`src/rtl/double_ended_queue_with_sum_top_assert.svh`:
```
// ----------------------------------------------------------------------------
// Deque assertion macros
// Shared assertion wrappers for the deque with running sum.
// ----------------------------------------------------------------------------
`ifndef DOUBLE_ENDED_QUEUE_WITH_SUM_TOP_ASSERT_SVH
`define DOUBLE_ENDED_QUEUE_WITH_SUM_TOP_ASSERT_SVH

// Same-cycle implication, checked outside reset.
`define DQS_ASSERT_IMP(label, clk, rst_n, ante, cons, msg) \
  label: assert property (@(posedge clk) disable iff (!rst_n) (ante) |-> (cons)) \
    else $error(msg);

// Next-cycle implication, checked outside reset.
`define DQS_ASSERT_NEXT(label, clk, rst_n, ante, cons, msg) \
  label: assert property (@(posedge clk) disable iff (!rst_n) (ante) |=> (cons)) \
    else $error(msg);

`endif

```
`src/rtl/dqsum_pkg.sv`:
```
// ----------------------------------------------------------------------------
// Deque package
// Word types, command and status codes shared by the deque modules.
// ----------------------------------------------------------------------------
package dqsum_pkg;

  // Default number of entries in the ring store.
  localparam int unsigned QUEUE_DEPTH_DEF = 16;

  localparam int unsigned VALUE_W  = 32;
  localparam int unsigned CMD_W    = 3;
  localparam int unsigned STATUS_W = 2;

  // Command codes as they arrive on the input word.
  localparam logic [CMD_W-1:0] CMD_PUSH_FRONT = 3'd0;
  localparam logic [CMD_W-1:0] CMD_PUSH_BACK  = 3'd1;
  localparam logic [CMD_W-1:0] CMD_LIST       = 3'd2;
  localparam logic [CMD_W-1:0] CMD_POP_FRONT  = 3'd3;
  localparam logic [CMD_W-1:0] CMD_POP_BACK   = 3'd4;
  localparam logic [CMD_W-1:0] CMD_SUM        = 3'd5;

  // Status codes of a result word.
  localparam logic [STATUS_W-1:0] ST_OK    = 2'd0;
  localparam logic [STATUS_W-1:0] ST_EMPTY = 2'd1;
  localparam logic [STATUS_W-1:0] ST_FULL  = 2'd2;

  // Command queue between front and back; the depth is a power of two.
  localparam int unsigned CMDQ_DEPTH = 2;
  localparam int unsigned CMDQ_PTR_W = $clog2(CMDQ_DEPTH);
  localparam int unsigned CMDQ_CNT_W = $clog2(CMDQ_DEPTH + 1);

  // Decoded operation handed from the front to the back.
  typedef enum logic [2:0] {
    OP_PUSH_FRONT,
    OP_PUSH_BACK,
    OP_LIST,
    OP_POP_FRONT,
    OP_POP_BACK,
    OP_SUM
  } op_e;

  typedef struct packed {
    logic [CMD_W-1:0]          cmd;
    logic signed [VALUE_W-1:0] push_value;
  } in_word_t;

  typedef struct packed {
    logic signed [VALUE_W-1:0] result_value;
    logic [STATUS_W-1:0]       status;
    logic                      last;
  } out_word_t;

  typedef struct packed {
    op_e                       op;
    logic signed [VALUE_W-1:0] value;
  } cmd_word_t;

endpackage

```
`src/rtl/double_ended_queue_with_sum_top.sv`:
```
// ----------------------------------------------------------------------------
// Deque with running sum
// Bounded double-ended queue of signed 32-bit values with a wrapping total.
// ----------------------------------------------------------------------------
// Input channel: in_valid_i, in_stall_o and in_word_i carry one command word
// (push front/back, pop front/back, list, sum). Output channel: out_valid_o,
// out_stall_i and out_word_o carry result words with value, status and last.
// A front stage decodes and queues commands in a two-entry command queue; the
// back end executes them against the ring store and a registered output word.
// A command passes the command queue and then the registered output word; a
// pop or a list that finds entries also passes the registered read port of
// the ring store. Pushes and sums run at one word per cycle while out_stall_i
// is low; a pop waits for its registered read, and a list then streams one
// word per cycle while out_stall_i is low. Unused command codes are accepted
// and give no result.
// Reset empties the queue and clears the running total; store contents are
// not cleared. While out_stall_i is high the result word holds, the back end
// waits, and in_stall_o rises once the command queue has filled.
// ----------------------------------------------------------------------------
`include "double_ended_queue_with_sum_top_assert.svh"

module double_ended_queue_with_sum_top #(
  parameter int unsigned QUEUE_DEPTH = dqsum_pkg::QUEUE_DEPTH_DEF
) (
  input  logic                 clk_i,
  input  logic                 rst_ni,
  input  logic                 in_valid_i,
  output logic                 in_stall_o,
  input  dqsum_pkg::in_word_t  in_word_i,
  output logic                 out_valid_o,
  input  logic                 out_stall_i,
  output dqsum_pkg::out_word_t out_word_o
);
  import dqsum_pkg::*;

  localparam int unsigned CNT_W = $clog2(QUEUE_DEPTH + 1);

  logic             cmd_valid;
  cmd_word_t        cmd_word;
  logic             cmd_pop;
  logic [CNT_W-1:0] count;

  dqsum_front u_front (
    .clk_i       (clk_i),
    .rst_ni      (rst_ni),
    .in_valid_i  (in_valid_i),
    .in_stall_o  (in_stall_o),
    .in_word_i   (in_word_i),
    .cmd_valid_o (cmd_valid),
    .cmd_word_o  (cmd_word),
    .cmd_pop_i   (cmd_pop)
  );

  dqsum_back #(
    .QUEUE_DEPTH (QUEUE_DEPTH)
  ) u_back (
    .clk_i       (clk_i),
    .rst_ni      (rst_ni),
    .cmd_valid_i (cmd_valid),
    .cmd_word_i  (cmd_word),
    .cmd_pop_o   (cmd_pop),
    .out_valid_o (out_valid_o),
    .out_stall_i (out_stall_i),
    .out_word_o  (out_word_o),
    .count_o     (count)
  );

  // A refused or empty result carries a zero value and ends its command.
  `DQS_ASSERT_IMP(a_fail_word, clk_i, rst_ni, out_valid_o && (out_word_o.status != ST_OK), (out_word_o.result_value == '0) && out_word_o.last, "failure word not zero or not last")

  // A full status is only shown while the store is full.
  `DQS_ASSERT_IMP(a_full_count, clk_i, rst_ni, out_valid_o && (out_word_o.status == ST_FULL), count == CNT_W'(QUEUE_DEPTH), "full status with store not full")

  // An empty status is only shown while the store is empty.
  `DQS_ASSERT_IMP(a_empty_count, clk_i, rst_ni, out_valid_o && (out_word_o.status == ST_EMPTY), count == '0, "empty status with entries present")

  // The entry count cannot move while a result word is held back.
  `DQS_ASSERT_NEXT(a_hold_count, clk_i, rst_ni, out_valid_o && out_stall_i, $stable(count), "entry count changed under a stalled result")

endmodule

```
`src/rtl/dqsum_ram.sv`:
```
// ----------------------------------------------------------------------------
// Deque RAM
// Generic single-write, single-read RAM with registered read data.
// ----------------------------------------------------------------------------
module dqsum_ram #(
  parameter int unsigned WIDTH = 32,
  parameter int unsigned DEPTH = 16,
  localparam int unsigned ADDR_W = (DEPTH > 1) ? $clog2(DEPTH) : 1
) (
  input  logic              clk_i,
  input  logic              wr_en_i,
  input  logic [ADDR_W-1:0] wr_addr_i,
  input  logic [WIDTH-1:0]  wr_data_i,
  input  logic              rd_en_i,
  input  logic [ADDR_W-1:0] rd_addr_i,
  output logic [WIDTH-1:0]  rd_data_o
);

  logic [WIDTH-1:0] mem_q [DEPTH];
  logic [WIDTH-1:0] rd_data_q;

  // Write port and registered read port; read data holds when not enabled.
  always_ff @(posedge clk_i) begin
    if (wr_en_i) begin
      mem_q[wr_addr_i] <= wr_data_i;
    end
    if (rd_en_i) begin
      rd_data_q <= mem_q[rd_addr_i];
    end
  end

  assign rd_data_o = rd_data_q;

endmodule

```
`src/rtl/dqsum_front.sv`:
```
// ----------------------------------------------------------------------------
// Deque front end
// Accepts input words, decodes the command and queues it for the back end.
// ----------------------------------------------------------------------------
module dqsum_front (
  input  logic                 clk_i,
  input  logic                 rst_ni,
  input  logic                 in_valid_i,
  output logic                 in_stall_o,
  input  dqsum_pkg::in_word_t  in_word_i,
  output logic                 cmd_valid_o,
  output dqsum_pkg::cmd_word_t cmd_word_o,
  input  logic                 cmd_pop_i
);
  import dqsum_pkg::*;

  cmd_word_t             cmdq_q [CMDQ_DEPTH];
  logic [CMDQ_PTR_W-1:0] wr_ptr_q, wr_ptr_d;
  logic [CMDQ_PTR_W-1:0] rd_ptr_q, rd_ptr_d;
  logic [CMDQ_CNT_W-1:0] cnt_q, cnt_d;

  logic      accept;
  logic      known;
  op_e       op;
  logic      push;
  logic      pop;

  // Decode the command; unused codes are accepted and dropped.
  always_comb begin
    known = 1'b1;
    op    = OP_SUM;
    unique case (in_word_i.cmd)
      CMD_PUSH_FRONT: op = OP_PUSH_FRONT;
      CMD_PUSH_BACK:  op = OP_PUSH_BACK;
      CMD_LIST:       op = OP_LIST;
      CMD_POP_FRONT:  op = OP_POP_FRONT;
      CMD_POP_BACK:   op = OP_POP_BACK;
      CMD_SUM:        op = OP_SUM;
      default:        known = 1'b0;
    endcase
  end

  assign in_stall_o = (cnt_q == CMDQ_CNT_W'(CMDQ_DEPTH));
  assign accept     = in_valid_i && !in_stall_o;
  assign push       = accept && known;
  assign pop        = cmd_pop_i && (cnt_q != '0);

  assign cmd_valid_o = (cnt_q != '0);
  assign cmd_word_o  = cmdq_q[rd_ptr_q];

  // Pointer and fill count update; pointers wrap as the depth is a power of two.
  always_comb begin
    wr_ptr_d = push ? wr_ptr_q + CMDQ_PTR_W'(1) : wr_ptr_q;
    rd_ptr_d = pop ? rd_ptr_q + CMDQ_PTR_W'(1) : rd_ptr_q;
    cnt_d    = cnt_q;
    if (push && !pop) begin
      cnt_d = cnt_q + CMDQ_CNT_W'(1);
    end else if (pop && !push) begin
      cnt_d = cnt_q - CMDQ_CNT_W'(1);
    end
  end

  // Queue control state.
  always_ff @(posedge clk_i or negedge rst_ni) begin
    if (!rst_ni) begin
      wr_ptr_q <= '0;
      rd_ptr_q <= '0;
      cnt_q    <= '0;
    end else begin
      wr_ptr_q <= wr_ptr_d;
      rd_ptr_q <= rd_ptr_d;
      cnt_q    <= cnt_d;
    end
  end

  // Queue payload.
  always_ff @(posedge clk_i) begin
    if (push) begin
      cmdq_q[wr_ptr_q] <= '{op: op, value: in_word_i.push_value};
    end
  end

endmodule

```
`src/rtl/dqsum_back.sv`:
```
// ----------------------------------------------------------------------------
// Deque back end
// Executes queued commands against the ring store and drives result words.
// ----------------------------------------------------------------------------
module dqsum_back #(
  parameter int unsigned QUEUE_DEPTH = dqsum_pkg::QUEUE_DEPTH_DEF,
  localparam int unsigned IDX_W = $clog2(QUEUE_DEPTH),
  localparam int unsigned CNT_W = $clog2(QUEUE_DEPTH + 1)
) (
  input  logic                 clk_i,
  input  logic                 rst_ni,
  input  logic                 cmd_valid_i,
  input  dqsum_pkg::cmd_word_t cmd_word_i,
  output logic                 cmd_pop_o,
  output logic                 out_valid_o,
  input  logic                 out_stall_i,
  output dqsum_pkg::out_word_t out_word_o,
  output logic [CNT_W-1:0]     count_o
);
  import dqsum_pkg::*;

  localparam int unsigned SUM_W = IDX_W + 1;

  typedef enum logic [1:0] {
    S_IDLE,
    S_POP,
    S_LIST
  } state_e;

  state_e             state_q, state_d;
  logic [IDX_W-1:0]   head_q, head_d;
  logic [CNT_W-1:0]   count_q, count_d;
  logic [VALUE_W-1:0] total_q, total_d;
  logic [CNT_W-1:0]   pos_q, pos_d;
  logic               pop_front_q, pop_front_d;
  logic               out_valid_q, out_valid_d;
  out_word_t          out_word_q, out_word_d;

  logic               out_free;
  logic               is_empty;
  logic               is_full;
  logic [IDX_W-1:0]   head_inc;
  logic [IDX_W-1:0]   head_dec;
  logic [CNT_W-1:0]   pos_nxt;
  logic               list_last;

  logic               wr_en;
  logic [IDX_W-1:0]   wr_addr;
  logic               rd_en;
  logic [IDX_W-1:0]   rd_addr;
  logic [VALUE_W-1:0] rd_data;

  // Ring slot of the entry at a given distance from the head.
  function automatic logic [IDX_W-1:0] slot_of(input logic [IDX_W-1:0] head,
                                               input logic [CNT_W-1:0] pos);
    logic [SUM_W-1:0] sum;
    sum = {1'b0, head} + SUM_W'(pos);
    if (sum >= SUM_W'(QUEUE_DEPTH)) begin
      sum = sum - SUM_W'(QUEUE_DEPTH);
    end
    return sum[IDX_W-1:0];
  endfunction

  dqsum_ram #(
    .WIDTH (VALUE_W),
    .DEPTH (QUEUE_DEPTH)
  ) u_ram (
    .clk_i     (clk_i),
    .wr_en_i   (wr_en),
    .wr_addr_i (wr_addr),
    .wr_data_i (cmd_word_i.value),
    .rd_en_i   (rd_en),
    .rd_addr_i (rd_addr),
    .rd_data_o (rd_data)
  );

  assign out_free  = !out_valid_q || !out_stall_i;
  assign is_empty  = (count_q == '0);
  assign is_full   = (count_q == CNT_W'(QUEUE_DEPTH));
  assign head_inc  = (head_q == IDX_W'(QUEUE_DEPTH - 1)) ? '0 : head_q + IDX_W'(1);
  assign head_dec  = (head_q == '0) ? IDX_W'(QUEUE_DEPTH - 1) : head_q - IDX_W'(1);
  assign pos_nxt   = pos_q + CNT_W'(1);
  assign list_last = (pos_nxt == count_q);

  // Command sequencer. The count, head and total change only together with
  // loading a result word, so they hold while a result waits.
  always_comb begin
    state_d     = state_q;
    head_d      = head_q;
    count_d     = count_q;
    total_d     = total_q;
    pos_d       = pos_q;
    pop_front_d = pop_front_q;
    out_valid_d = out_valid_q && out_stall_i;
    out_word_d  = out_word_q;
    cmd_pop_o   = 1'b0;
    wr_en       = 1'b0;
    wr_addr     = slot_of(head_q, count_q);
    rd_en       = 1'b0;
    rd_addr     = head_q;

    unique case (state_q)
      S_IDLE: begin
        if (cmd_valid_i && out_free) begin
          cmd_pop_o = 1'b1;
          unique case (cmd_word_i.op)
            OP_PUSH_FRONT, OP_PUSH_BACK: begin
              out_valid_d = 1'b1;
              if (is_full) begin
                out_word_d = '{result_value: '0, status: ST_FULL, last: 1'b1};
              end else begin
                wr_en = 1'b1;
                if (cmd_word_i.op == OP_PUSH_FRONT) begin
                  wr_addr = head_dec;
                  head_d  = head_dec;
                end
                count_d    = count_q + CNT_W'(1);
                total_d    = total_q + cmd_word_i.value;
                out_word_d = '{result_value: '0, status: ST_OK, last: 1'b1};
              end
            end
            OP_POP_FRONT, OP_POP_BACK: begin
              if (is_empty) begin
                out_valid_d = 1'b1;
                out_word_d  = '{result_value: '0, status: ST_EMPTY, last: 1'b1};
              end else begin
                rd_en       = 1'b1;
                pop_front_d = (cmd_word_i.op == OP_POP_FRONT);
                if (cmd_word_i.op == OP_POP_BACK) begin
                  rd_addr = slot_of(head_q, count_q - CNT_W'(1));
                end
                state_d = S_POP;
              end
            end
            OP_LIST: begin
              if (is_empty) begin
                out_valid_d = 1'b1;
                out_word_d  = '{result_value: '0, status: ST_EMPTY, last: 1'b1};
              end else begin
                rd_en   = 1'b1;
                pos_d   = '0;
                state_d = S_LIST;
              end
            end
            OP_SUM: begin
              out_valid_d = 1'b1;
              if (is_empty) begin
                out_word_d = '{result_value: '0, status: ST_EMPTY, last: 1'b1};
              end else begin
                out_word_d = '{result_value: total_q, status: ST_OK, last: 1'b1};
              end
            end
            default: begin
              // Nothing to do; the word is only dropped.
            end
          endcase
        end
      end
      S_POP: begin
        if (out_free) begin
          out_valid_d = 1'b1;
          out_word_d  = '{result_value: rd_data, status: ST_OK, last: 1'b1};
          count_d     = count_q - CNT_W'(1);
          total_d     = total_q - rd_data;
          if (pop_front_q) begin
            head_d = head_inc;
          end
          state_d = S_IDLE;
        end
      end
      S_LIST: begin
        // One entry per cycle while the output is free; the next read is issued as the current one leaves.
        if (out_free) begin
          out_valid_d = 1'b1;
          out_word_d  = '{result_value: rd_data, status: ST_OK, last: list_last};
          if (list_last) begin
            state_d = S_IDLE;
          end else begin
            rd_en   = 1'b1;
            rd_addr = slot_of(head_q, pos_nxt);
            pos_d   = pos_nxt;
          end
        end
      end
      default: begin
        state_d = S_IDLE;
      end
    endcase
  end

  // State and registered outputs.
  always_ff @(posedge clk_i or negedge rst_ni) begin
    if (!rst_ni) begin
      state_q     <= S_IDLE;
      head_q      <= '0;
      count_q     <= '0;
      total_q     <= '0;
      pos_q       <= '0;
      pop_front_q <= 1'b0;
      out_valid_q <= 1'b0;
      out_word_q  <= '0;
    end else begin
      state_q     <= state_d;
      head_q      <= head_d;
      count_q     <= count_d;
      total_q     <= total_d;
      pos_q       <= pos_d;
      pop_front_q <= pop_front_d;
      out_valid_q <= out_valid_d;
      out_word_q  <= out_word_d;
    end
  end

  assign out_valid_o = out_valid_q;
  assign out_word_o  = out_word_q;
  assign count_o     = count_q;

endmodule
```
`config.mk`:
```
export PLATFORM = sky130hd
export DESIGN_NAME = double_ended_queue_with_sum_top
export DESIGN_NICKNAME = d
export VERILOG_FILES = /design/src/rtl/dqsum_pkg.sv /design/src/rtl/double_ended_queue_with_sum_top.sv /design/src/rtl/dqsum_ram.sv /design/src/rtl/dqsum_front.sv /design/src/rtl/dqsum_back.sv
export VERILOG_INCLUDE_DIRS = /design/src /design/src/rtl
export SDC_FILE = /design/constraint.sdc
export NUM_CORES = 1
export LEC_CHECK = 0
export ABC_CLOCK_PERIOD_IN_PS = 11900
export BUFFER_PORTS_ARGS = -buffer_cell sky130_fd_sc_hd__buf_2
export CORE_MARGIN = 2
export CORE_UTILIZATION = 59
export CTS_CLUSTER_DIAMETER = 200
export DETAILED_ROUTE_END_ITERATION = 7
export PLACE_DENSITY = 0.76
export SLEW_MARGIN = 10
export SYNTH_ARGS = -nofsm -noshare
export SYNTH_HDL_FRONTEND = slang
export SYNTH_HIERARCHICAL = 1
export SYNTH_SLANG_ARGS = --single-unit
export TNS_END_PERCENT = 10
```
`constraint.sdc`:
```
create_clock -name clk_i -period 11.9 [get_ports clk_i]
set_input_delay 0.595 -clock clk_i [delete_from_list [all_inputs] [get_ports clk_i]]
set_output_delay 0.595 -clock clk_i [all_outputs]
set_load 0.02 [all_outputs]
```
==> results.md, run 1 <==
STA:
- The max-slew violation count came to 0.
- Setup repair after global routing left no endpoint under its margin.
- The clock arrives with 16.71 ps of skew.
- In this run the tightest slew margin relative to its limit is 28.57%.
- The maximum frequency from static timing analysis is 0.1614 GHz.
- The final worst-path cycle share is 52.05%.
- The setup TNS is 0 ps.
- The smallest clock period supported by the final layout is computed as 6194 ps.
- The slew at the pin closest to its max-slew limit is 1071 ps.
- The total count of hold-check failures in the final report is 0.
- The setup-violating endpoint count in the final report is 0.

Clocking:
- The number of clock sinks is 703.
- In this run the post-CTS setup repair buffer count came out at 0.
- Counting the buffers created by CTS gives 71.
- In this run the number of H-tree levels came out at 3.
- The clock input transition at the sequential cells of the worst setup and hold paths is 70 ps.
- The clock tree buffer depth is 3.
- The later pin in the worst-skew pair is clocked with a latency of 610 ps.
- Clock tree synthesis selected as its root buffer the cell sky130_fd_sc_hd__clkbuf_16.
- The TritonCTS clock tree is done.

GRT:
- The pin count of the biggest net entering global routing is 83.
- Global routing finished with a remaining overflow of 0.
- The global-route total usage across every layer is 28.02%.
- The via count of the first global-routing pass is 17630.
- The first global-routing pass estimated 109600 um of wire.
- The number of antenna violations at the first check in global routing was 4.

Power and ir drop:
- Of the total power, the share spent switching nets is 38.62%.
- The total leakage power is 11.65 nW.
- In this run, the combinational gates consume 44.5% of the power.
- Power comes to 10.46 mW.
- The cell internal power dissipation is 6.418 mW.
- Per report_power, the sequential group accounts for 34.2% of the total.
- The cell area power density is 308.5 mW/mm2.
- The proportion of power drawn by the clock network is 21.3%.
- The worst IR drop on VDD is 342.0 uV.
- The total net switching power is 4.037 mW.

Logic synthesis:
- The post-synthesis net count is 1967.
- The number of instances in the synthesized netlist is 1872.
- sky130_fd_sc_hd__edfxtp_1 takes more of the synthesized area than any other cell.
- The largest family of logic cells by synthesized area is multiplexers.
- Summing the sequential cell areas from Yosys gives 68.16% of the chip area.
- The synthesized netlist devotes 7.428% of its cell area to compound gates.
- Synthesis inferred 703 register bits.
- After synthesis the cells add up to 0.03032 mm2.
- The synthesized design contains 614 enable-type register cells.
- During synthesis, Yosys emitted a total of 6 warnings.
- Yosys attributes the largest share of cell area to sky130_fd_sc_hd__edfxtp_1, sky130_fd_sc_hd__mux4_2, sky130_fd_sc_hd__dfrtp_1, sky130_fd_sc_hd__a22oi_1, sky130_fd_sc_hd__ha_1.
- The adder-cell share of the synthesized area is 2.410%.
- The number of distinct standard cells referenced by the synthesized netlist is 74.
- Counting flops with an async set or reset pin after synthesis yields a share of 12.66%.
- The parity-gate share of the synthesized area counting xor and xnor cells is 2.315%.
- The average size of a mapped cell is 16.20 um2.
- In this run the biggest area consumer among cell types represents 60.81% of the synthesized area.
- The most used flip-flop cell after synthesis is sky130_fd_sc_hd__edfxtp_1.
- The multiplexer share of the synthesized area is 11.74%.
- After Yosys synthesis, and, or, nand and nor cells account for 5.947% of the synthesized area.

Placement:
- Detailed placement finished with a half-perimeter wire length of 40470 um.
- The number of buffers added on ports is 75.
- The global placer's final weighted congestion is 0.8702.

Routing:
- In this run, the number of DRC markers left after iteration 0 of detailed routing was 1820.
- Dividing the detail-routed via count by the number of cells gives 6.471.
- Before antenna repair, the detailed router went through 7 iterations.
- The final antenna-violating net count is 0.
- The total wire length is 72640 um.
- The routed layout has 17400 vias.
- The routed wirelength normalized by instance count is 27.01 um.
- For this run, design rule violations remaining after detail routing come to 0.

Final layout:
- Of the cells placed in the final design, the portion with a size suffix greater than 1 is 20.97%.
- Relative to the synthesized area, the layout overhead comes to 11.76%.
- The most common cell after layout, fill and taps aside is sky130_fd_sc_hd__edfxtp_1.
- The footprint of the flip-flops and latches is 0.02067 mm2.
- The net total in the final layout is 2050.
- The fill cell instance count of the final layout is 3440.
- The total area of multi-input combinational cells is 0.009241 mm2.
- Leaving out fill and tap cells, the most frequent cells in the layout are sky130_fd_sc_hd__edfxtp_1, sky130_fd_sc_hd__nand2_1, sky130_fd_sc_hd__mux4_2.

Run:
- The max-cap violation count is 0.

Setup path:
- STA classifies the critical path endpoint as a flop.
- The start-to-end type of the worst setup path is flop to flop.
- The data arrival time of the worst path is 6730 ps.
- On the worst path, the slowest cell contributes a delay of 560 ps.
- STA classifies the critical path startpoint as a flop.
- Of all nets on the critical path, the largest fanout is 36.
- Data on the critical path is required at its endpoint by 12440 ps.
- The cell family contributing the most delay on the critical path is simple AND/OR/NAND/NOR gates.
- Traced cell by cell, the critical path runs through buf_4, mux2_4, inv_1, ha_1, or4b_4, or4b_4, or3_1, nor4_2, xor2_1, nor2_1, a21oi_1, ha_1, nand2_1, nor2_1, nand2_1, o31ai_1, a2111oi_0, or4_1, nand3_1.
- The number of buffers and inverters on the critical path is 2.
- The cell at the slowest stage of the critical path is sky130_fd_sc_hd__buf_4.

Floorplanning:
- During I/O placement, the number of pins put on the boundary was 76.
- From bottom edge to top edge, the die measures 230.7 um.
- In this run the standard cell core region covers 0.05109 mm2.
- The row count is 83.
- The area of the die is 0.05322 mm2.
- The effective utilization at floorplan is 59.34%.
- The die is 230.7 um wide.

Outcome:
- The flow ran to the end, and the final reports show no timing, DRC or antenna violations.

Worst hold path:
- In this run the worst hold path is classified as input pin to flop.
## Yosys cell counts, types with 24 or more instances
library cell and number:
sky130_fd_sc_hd__a21oi_1 101, sky130_fd_sc_hd__mux2_4 29, sky130_fd_sc_hd__dfrtp_1 89, sky130_fd_sc_hd__edfxtp_1 614, sky130_fd_sc_hd__xnor2_1 29, sky130_fd_sc_hd__nand3_1 24
sky130_fd_sc_hd__nand2_1 131, sky130_fd_sc_hd__o21ai_0 77, sky130_fd_sc_hd__mux4_2 128, sky130_fd_sc_hd__inv_1 34, sky130_fd_sc_hd__a22oi_1 98, sky130_fd_sc_hd__nor2_1 93
sky130_fd_sc_hd__nor3_1 24, sky130_fd_sc_hd__xor2_1 43, sky130_fd_sc_hd__ha_1 52, sky130_fd_sc_hd__clkbuf_1 56
## final timing paths
path / startpoint / to / slack, ps / cells after the start
max: u_front/rd_ptr_q$_DFFE_PN0P_ / u_back/total_q[28]$_DFFE_PN0P_ / 5710 / 19
min: in_word_i[29] / u_front/cmdq_q[1][29]$_DFFE_PP_ / 170 / 1
max reg2reg: u_front/rd_ptr_q$_DFFE_PN0P_ / u_back/total_q[28]$_DFFE_PN0P_ / 5710 / 19
min reg2reg: u_back/out_word_o[0]$_DFFE_PN0P_ / u_back/out_word_o[0]$_DFFE_PN0P_ / 500 / 1
max in group asynchronous: rst_ni / u_front/rd_ptr_q$_DFFE_PN0P_ / 10270 / 3
min in group asynchronous: rst_ni / u_back/pos_q[3]$_DFFE_PN0P_ / 410 / 2
## through the flow
stage                     std cells  cell area [um2]  setup slack [ps]  hold WS [ps]  util [%]
final                          2689            33890              5706         169.2     66.32
after detailed placement       2560            31510              5788         482.4     61.67
after global routing           2688            33880              5292         151.1     66.31
after global placement         2560            31510              5936         481.5     61.67
after floorplan                1872            30320              6853         299.4         -
after CTS                      2687            33860              5738         138.5     66.27
## what timing repair did
| action | CTS | global route |
|---|---|---|
| resized for setup | 0 | 0 |
| endpoints found under the hold margin | 19 | 0 |
| hold buffers | 1 | 0 |
## layer usage
layer | wire length (um) | global-route usage [%] | part of all wire (%) | up-vias
li1 | - | - | - | 7543
met5 | 0 | 0 | 0 | -
met4 | 2068 | 8.790 | 2.8 | 0
met1 | 28660 | 39.96 | 39 | 8809
met2 | 35000 | 44.69 | 48 | 892
met3 | 6914 | 4.978 | 9.5 | 157
## layout make-up
cell class | instances | area share [%]
Timing Repair Buffer | 108 | 1.891
Clock inverter | 42 | 1.315
Tap cell | 680 | 2.511
Multi-Input combinational cell | 1036 | 27.27
Clock buffer | 84 | 5.605
Sequential cell | 703 | 60.99
Inverter | 35 | 0.4099
Antenna cell | 1 | 0.007385
## power groups by stage
stage,Clock [mW],Combinational [mW],Sequential (mW)
3_5_place_dp,0,4.56,3.62
2_1_floorplan,0,3.30,3.60
3_3_place_gp,0,4.48,3.60
4_1_cts,2.27,4.62,3.58
5_1_grt,2.36,5.06,3.61
6_report,2.23,4.65,3.58
## logic make-up (layout without fill, tap and decap cells)
family,after synthesis,count (layout)
buffers and inverters,133,269
adders and majority gates,56,56
muxes,180,180
and+or+nand+nor,371,371
DFF,703,703
xor gates and xnor gates,75,75
AOI/OAI and AO/OA,354,354
other,0,1
## flip-flops by register name, summed over array words and instances (netlist names)
| register | count |
|---|---|
| u_back/u_ram/mem_q | 512 |
| u_front/cmdq_q | 70 |
| u_back/out_word_o | 35 |
| u_back/total_q | 32 |
| u_back/u_ram/rd_data_o | 32 |
| u_back/count_o | 5 |
| u_back/pos_q | 5 |
| u_back/head_q | 4 |
| u_back/state_q | 2 |
| u_front/cnt_q | 2 |
| u_back/out_valid_o | 1 |
| u_back/pop_front_q | 1 |
| u_front/rd_ptr_q | 1 |
| u_front/wr_ptr_q | 1 |
Note: power is estimated with default switching activity, not from simulation.
==> inputs of run 2 (changes only) <==
--- a/config.mk
+++ b/config.mk
@@ -6,13 +6,13 @@
 export SDC_FILE = /design/constraint.sdc
 export NUM_CORES = 1
 export LEC_CHECK = 0
-export ABC_CLOCK_PERIOD_IN_PS = 11900
+export ABC_CLOCK_PERIOD_IN_PS = 5330
 export BUFFER_PORTS_ARGS = -buffer_cell sky130_fd_sc_hd__buf_2
 export CORE_MARGIN = 2
-export CORE_UTILIZATION = 59
+export CORE_UTILIZATION = 56
 export CTS_CLUSTER_DIAMETER = 200
 export DETAILED_ROUTE_END_ITERATION = 7
-export PLACE_DENSITY = 0.76
+export PLACE_DENSITY = 0.75
 export SLEW_MARGIN = 10
 export SYNTH_ARGS = -nofsm -noshare
 export SYNTH_HDL_FRONTEND = slang
==> constraint.sdc (replaced) <==
create_clock -name clk_i -period 5.33 [get_ports clk_i]
set_input_delay 0.2665 -clock clk_i [delete_from_list [all_inputs] [get_ports clk_i]]
set_output_delay 0.2665 -clock clk_i [all_outputs]
set_load 0.02 [all_outputs]
==> run 2 against run 1 <==
Clock-buffer cell count increased by 3. Critical path depth decreased by 3. Wire length decreased by 0.18%. Worst hold slack got worse by 130 ps. Combinational power increased by 130%. Non-clock buffer count increased by 51. Total power increased by 120%. Core utilization decreased by 2.5 points. Largest power group unchanged. Final cell count increased by 2.3%. Sequential share of layout area decreased by 0.66 points.
==> results.md, run 2 (same netlist as run 1, synthesis figures left out) <==
Clocking:
- The clock tree buffer depth is 3 (unchanged).
- The clock insertion delay at the later pin of the skew report is 610 ps (about the same).
- The number of buffers added by the clock tree synthesis step is 72 (+1.4%).
- The number of clock sinks is 703 (unchanged).
- The cell sitting at the root of the clock tree is a sky130_fd_sc_hd__clkbuf_16.
- The depth of the CTS H-tree is 3 (unchanged).
- The TritonCTS clock tree is done.
- The number of buffers inserted to repair setup after CTS is 0 (unchanged).
- The clock input transition at the sequential cells of the worst setup and hold paths came to 60 ps (about the same).

GRT:
- The final global-route overflow total came to 0 (unchanged).
- The met1 usage was 37.81% (-2.2 points).
- The met3 layer usage reported by global route came to 5.607% (+0.63 points).
- The layer carrying the most global-route usage is met2.
- The global-route total usage across every layer is 26.49% (-1.5 points).
- The global-route wire length before repair is 110000 um (+0.39%).
- The global routing met2 resource utilization was 41.13% (-3.6 points).
- The via count of the first global-routing pass is 17700 (+0.39%).
- The pin count of the biggest net entering global routing is 74 (-11%).
- The number of antenna violations at the first check in global routing is 0 (-4).

Final layout:
- The layout cell share with drive strength beyond 1 came to 21.36% (+0.40 points).
- The synthesis-to-layout area growth is 12.97%.
- The register with the highest flop count is u_back/u_ram/mem_q.
- The post-layout utilization of the core is 63.78% (-2.5 points).
- The most common cell after layout, fill and taps aside is sky130_fd_sc_hd__edfxtp_1.
- The library cells used most frequently in the layout, excluding fill and tap cells, are sky130_fd_sc_hd__edfxtp_1, sky130_fd_sc_hd__nand2_1, sky130_fd_sc_hd__mux4_2.
- The count of antenna diodes in the layout is 0 (-1).
- The number of flip-flops in the largest register is 512 (unchanged).
- The summed area of non-filler cells in the final layout is 0.03425 mm2 (+1.1%).
- The net total in the final layout is 2102 (+2.5%).
- The fill cell instance count of the final layout came to 3641 (+5.8%).
- The total area of multi-input combinational cells came to 0.009248 mm2 (about the same).
- The footprint of the flip-flops and latches is 0.02067 mm2 (unchanged).
- The number of standard cells in the layout, taps in and fillers out was 2751 (+2.3%).

STA:
- The worst clock skew on the final layout is 27.15 ps (+10.44 ps).
- The final worst setup slack is 286.8 ps (-5419 ps).
- The setup TNS is 0 ps (unchanged).
- The final worst-path cycle share is 94.62% (+43 points).
- The minimum clock period after layout is 5043 ps (-1151 ps).
- Setup repair after global routing left no endpoint under its margin.
- The maximum frequency from static timing analysis is 0.1983 GHz (+23%).
- The slew at the pin closest to its max-slew limit is 1043 ps (-28.35 ps).
- The max-slew violation count is 0 (unchanged).
- The relative slew slack is 30.20% (+1.6 points).
- The worst hold-check slack is 39.28 ps (-129.9 ps).
- The total count of hold-check failures in the final report came to 0 (unchanged).
- The setup-violating endpoint count in the final report was 0 (unchanged).

Placement:
- The number of buffers added on ports was 75 (unchanged).
- The global placer's final weighted congestion is 0.9247 (+6.3%).
- The area after detailed placement is 0.03169 mm2 (+0.58%).
- The placed wire-length estimate is 42280 um (+4.5%).
- The count of placed standard cells including taps is 2593 (+1.3%).
- The worst-case setup slack after placement is 203.3 ps (-5585 ps).

Floorplanning:
- The core box area is 0.05371 mm2 (+5.1%).
- The row count is 85 (+2.4%).
- The effective utilization at floorplan is 56.45% (-2.9 points).
- The number of I/O pins is 76 (unchanged).
- The die span in y is 236.7 um (+2.6%).
- The horizontal die dimension was 236.7 um (+2.6%).
- The area of the die is 0.05602 mm2 (+5.3%).

Routing:
- The final antenna-violating net count came to 0 (unchanged).
- The first-iteration detailed-routing DRC count is 2262 (+24%).
- The post-route DRC violation count came to 0 (unchanged).
- The routed wirelength normalized by instance count is 26.36 um (-2.4%).
- The total wire length is 72510 um (-0.18%).
- The routed via count is 17810 (+2.3%).
- The iteration count of the initial detailed-routing pass came to 6 (-1).
- The average via count per standard cell came to 6.473 (about the same).

Setup path:
- The largest individual stage delay along the critical path comes from the cell sky130_fd_sc_hd__or4_1.
- The largest driver fanout on the critical path is 17 (-53%).
- The data arrival time of the worst path was 5520 ps (-1210 ps).
- The maximum cell stage delay along the critical path is 510 ps (-50 ps).
- The required time of the critical path is 5810 ps (-6630 ps).
- The critical path's top delay family is simple AND/OR/NAND/NOR gates.
- The start-to-end type of the worst setup path is flop to flop.
- The worst setup path is launched from a flop.
- Traced cell by cell, the critical path runs through mux2_4, buf_4, or3_1, or4_1, or4_1, or4_1, xor2_1, mux2i_1, ha_1, a21oi_1, nor2b_1, o21ai_0, nand2b_1, a2111oi_0, or4_1, nand3_1.
- The critical path endpoint category is a flop.
- The cell that appears most often on the critical path is sky130_fd_sc_hd__or4_1.
- The number of buffers and inverters on the critical path is 1 (-1).

Run:
- The max-cap violation count came to 0 (unchanged).

Outcome:
- The run finished with clean final reports.

Power and ir drop:
- The total leakage power is 11.81 nW (+1.4%).
- The cell area power density is 683.0 mW/mm2 (+120%).
- The worst IR drop on VDD is 497.8 uV (+46%).
- The total chip power was 23.40 mW (+120%).

Worst hold path:
- The path class of the tightest hold or removal check is input pin to flop.
run 2: final timing paths:
path	cells past startpoint	from	slack, ps	end
setup / recovery	16	u_front/rd_ptr_q$_DFFE_PN0P_	290	u_back/total_q[28]$_DFFE_PN0P_
hold / removal	2	in_word_i[33]	40	u_front/cmdq_q[1][33]$_DFFE_PP_
setup reg to reg	16	u_front/rd_ptr_q$_DFFE_PN0P_	290	u_back/total_q[28]$_DFFE_PN0P_
hold reg to reg	2	u_back/total_q[0]$_DFFE_PN0P_	510	u_back/total_q[0]$_DFFE_PN0P_
max in group asynchronous	3	rst_ni	3920	u_front/rd_ptr_q$_DFFE_PN0P_
min in group asynchronous	2	rst_ni	80	u_back/out_word_o[0]$_DFFE_PN0P_
run 2: layout make-up:
type | instances | area share, %
clock buffer | 87 | 5.516
timing repair buffer | 159 | 3.353
tap | 696 | 2.542
multi-input combinational | 1036 | 27.00
clock inverter | 35 | 0.8511
sequential | 703 | 60.33
inverter | 35 | 0.4055
run 2: worst register-to-register path, delay by kind of cell, from the launching register on:
family	cells	cell delay, ps
AO/OA/AOI/OAI	3	930
XOR/XNOR	1	160
adder cells (fa/ha/maj)	1	320
buffers and inverters	1	200
flip-flops	1	460
multiplexers	2	490
AND/OR/NAND/NOR	8	2350
run 2: metal layers:
layer / share of wire, % / up-vias
li1: - / 7648
met1: 41 / 9083
met2: 47 / 932
met3: 9.7 / 144
met4: 2.6 / 0
met5: 0 / -
run 2: repair_timing:
action                                  CTS  global route
hold endpoints to repair                 87             0
gates resized for setup                   0             6
hold buffers                             36             0
endpoints found under the setup margin    0             8
run 2: power breakdown:
group	internal (mW)	switching, mW
clock	2.72	2.06
combinational	4.10	6.54
sequential	7.47	0.510
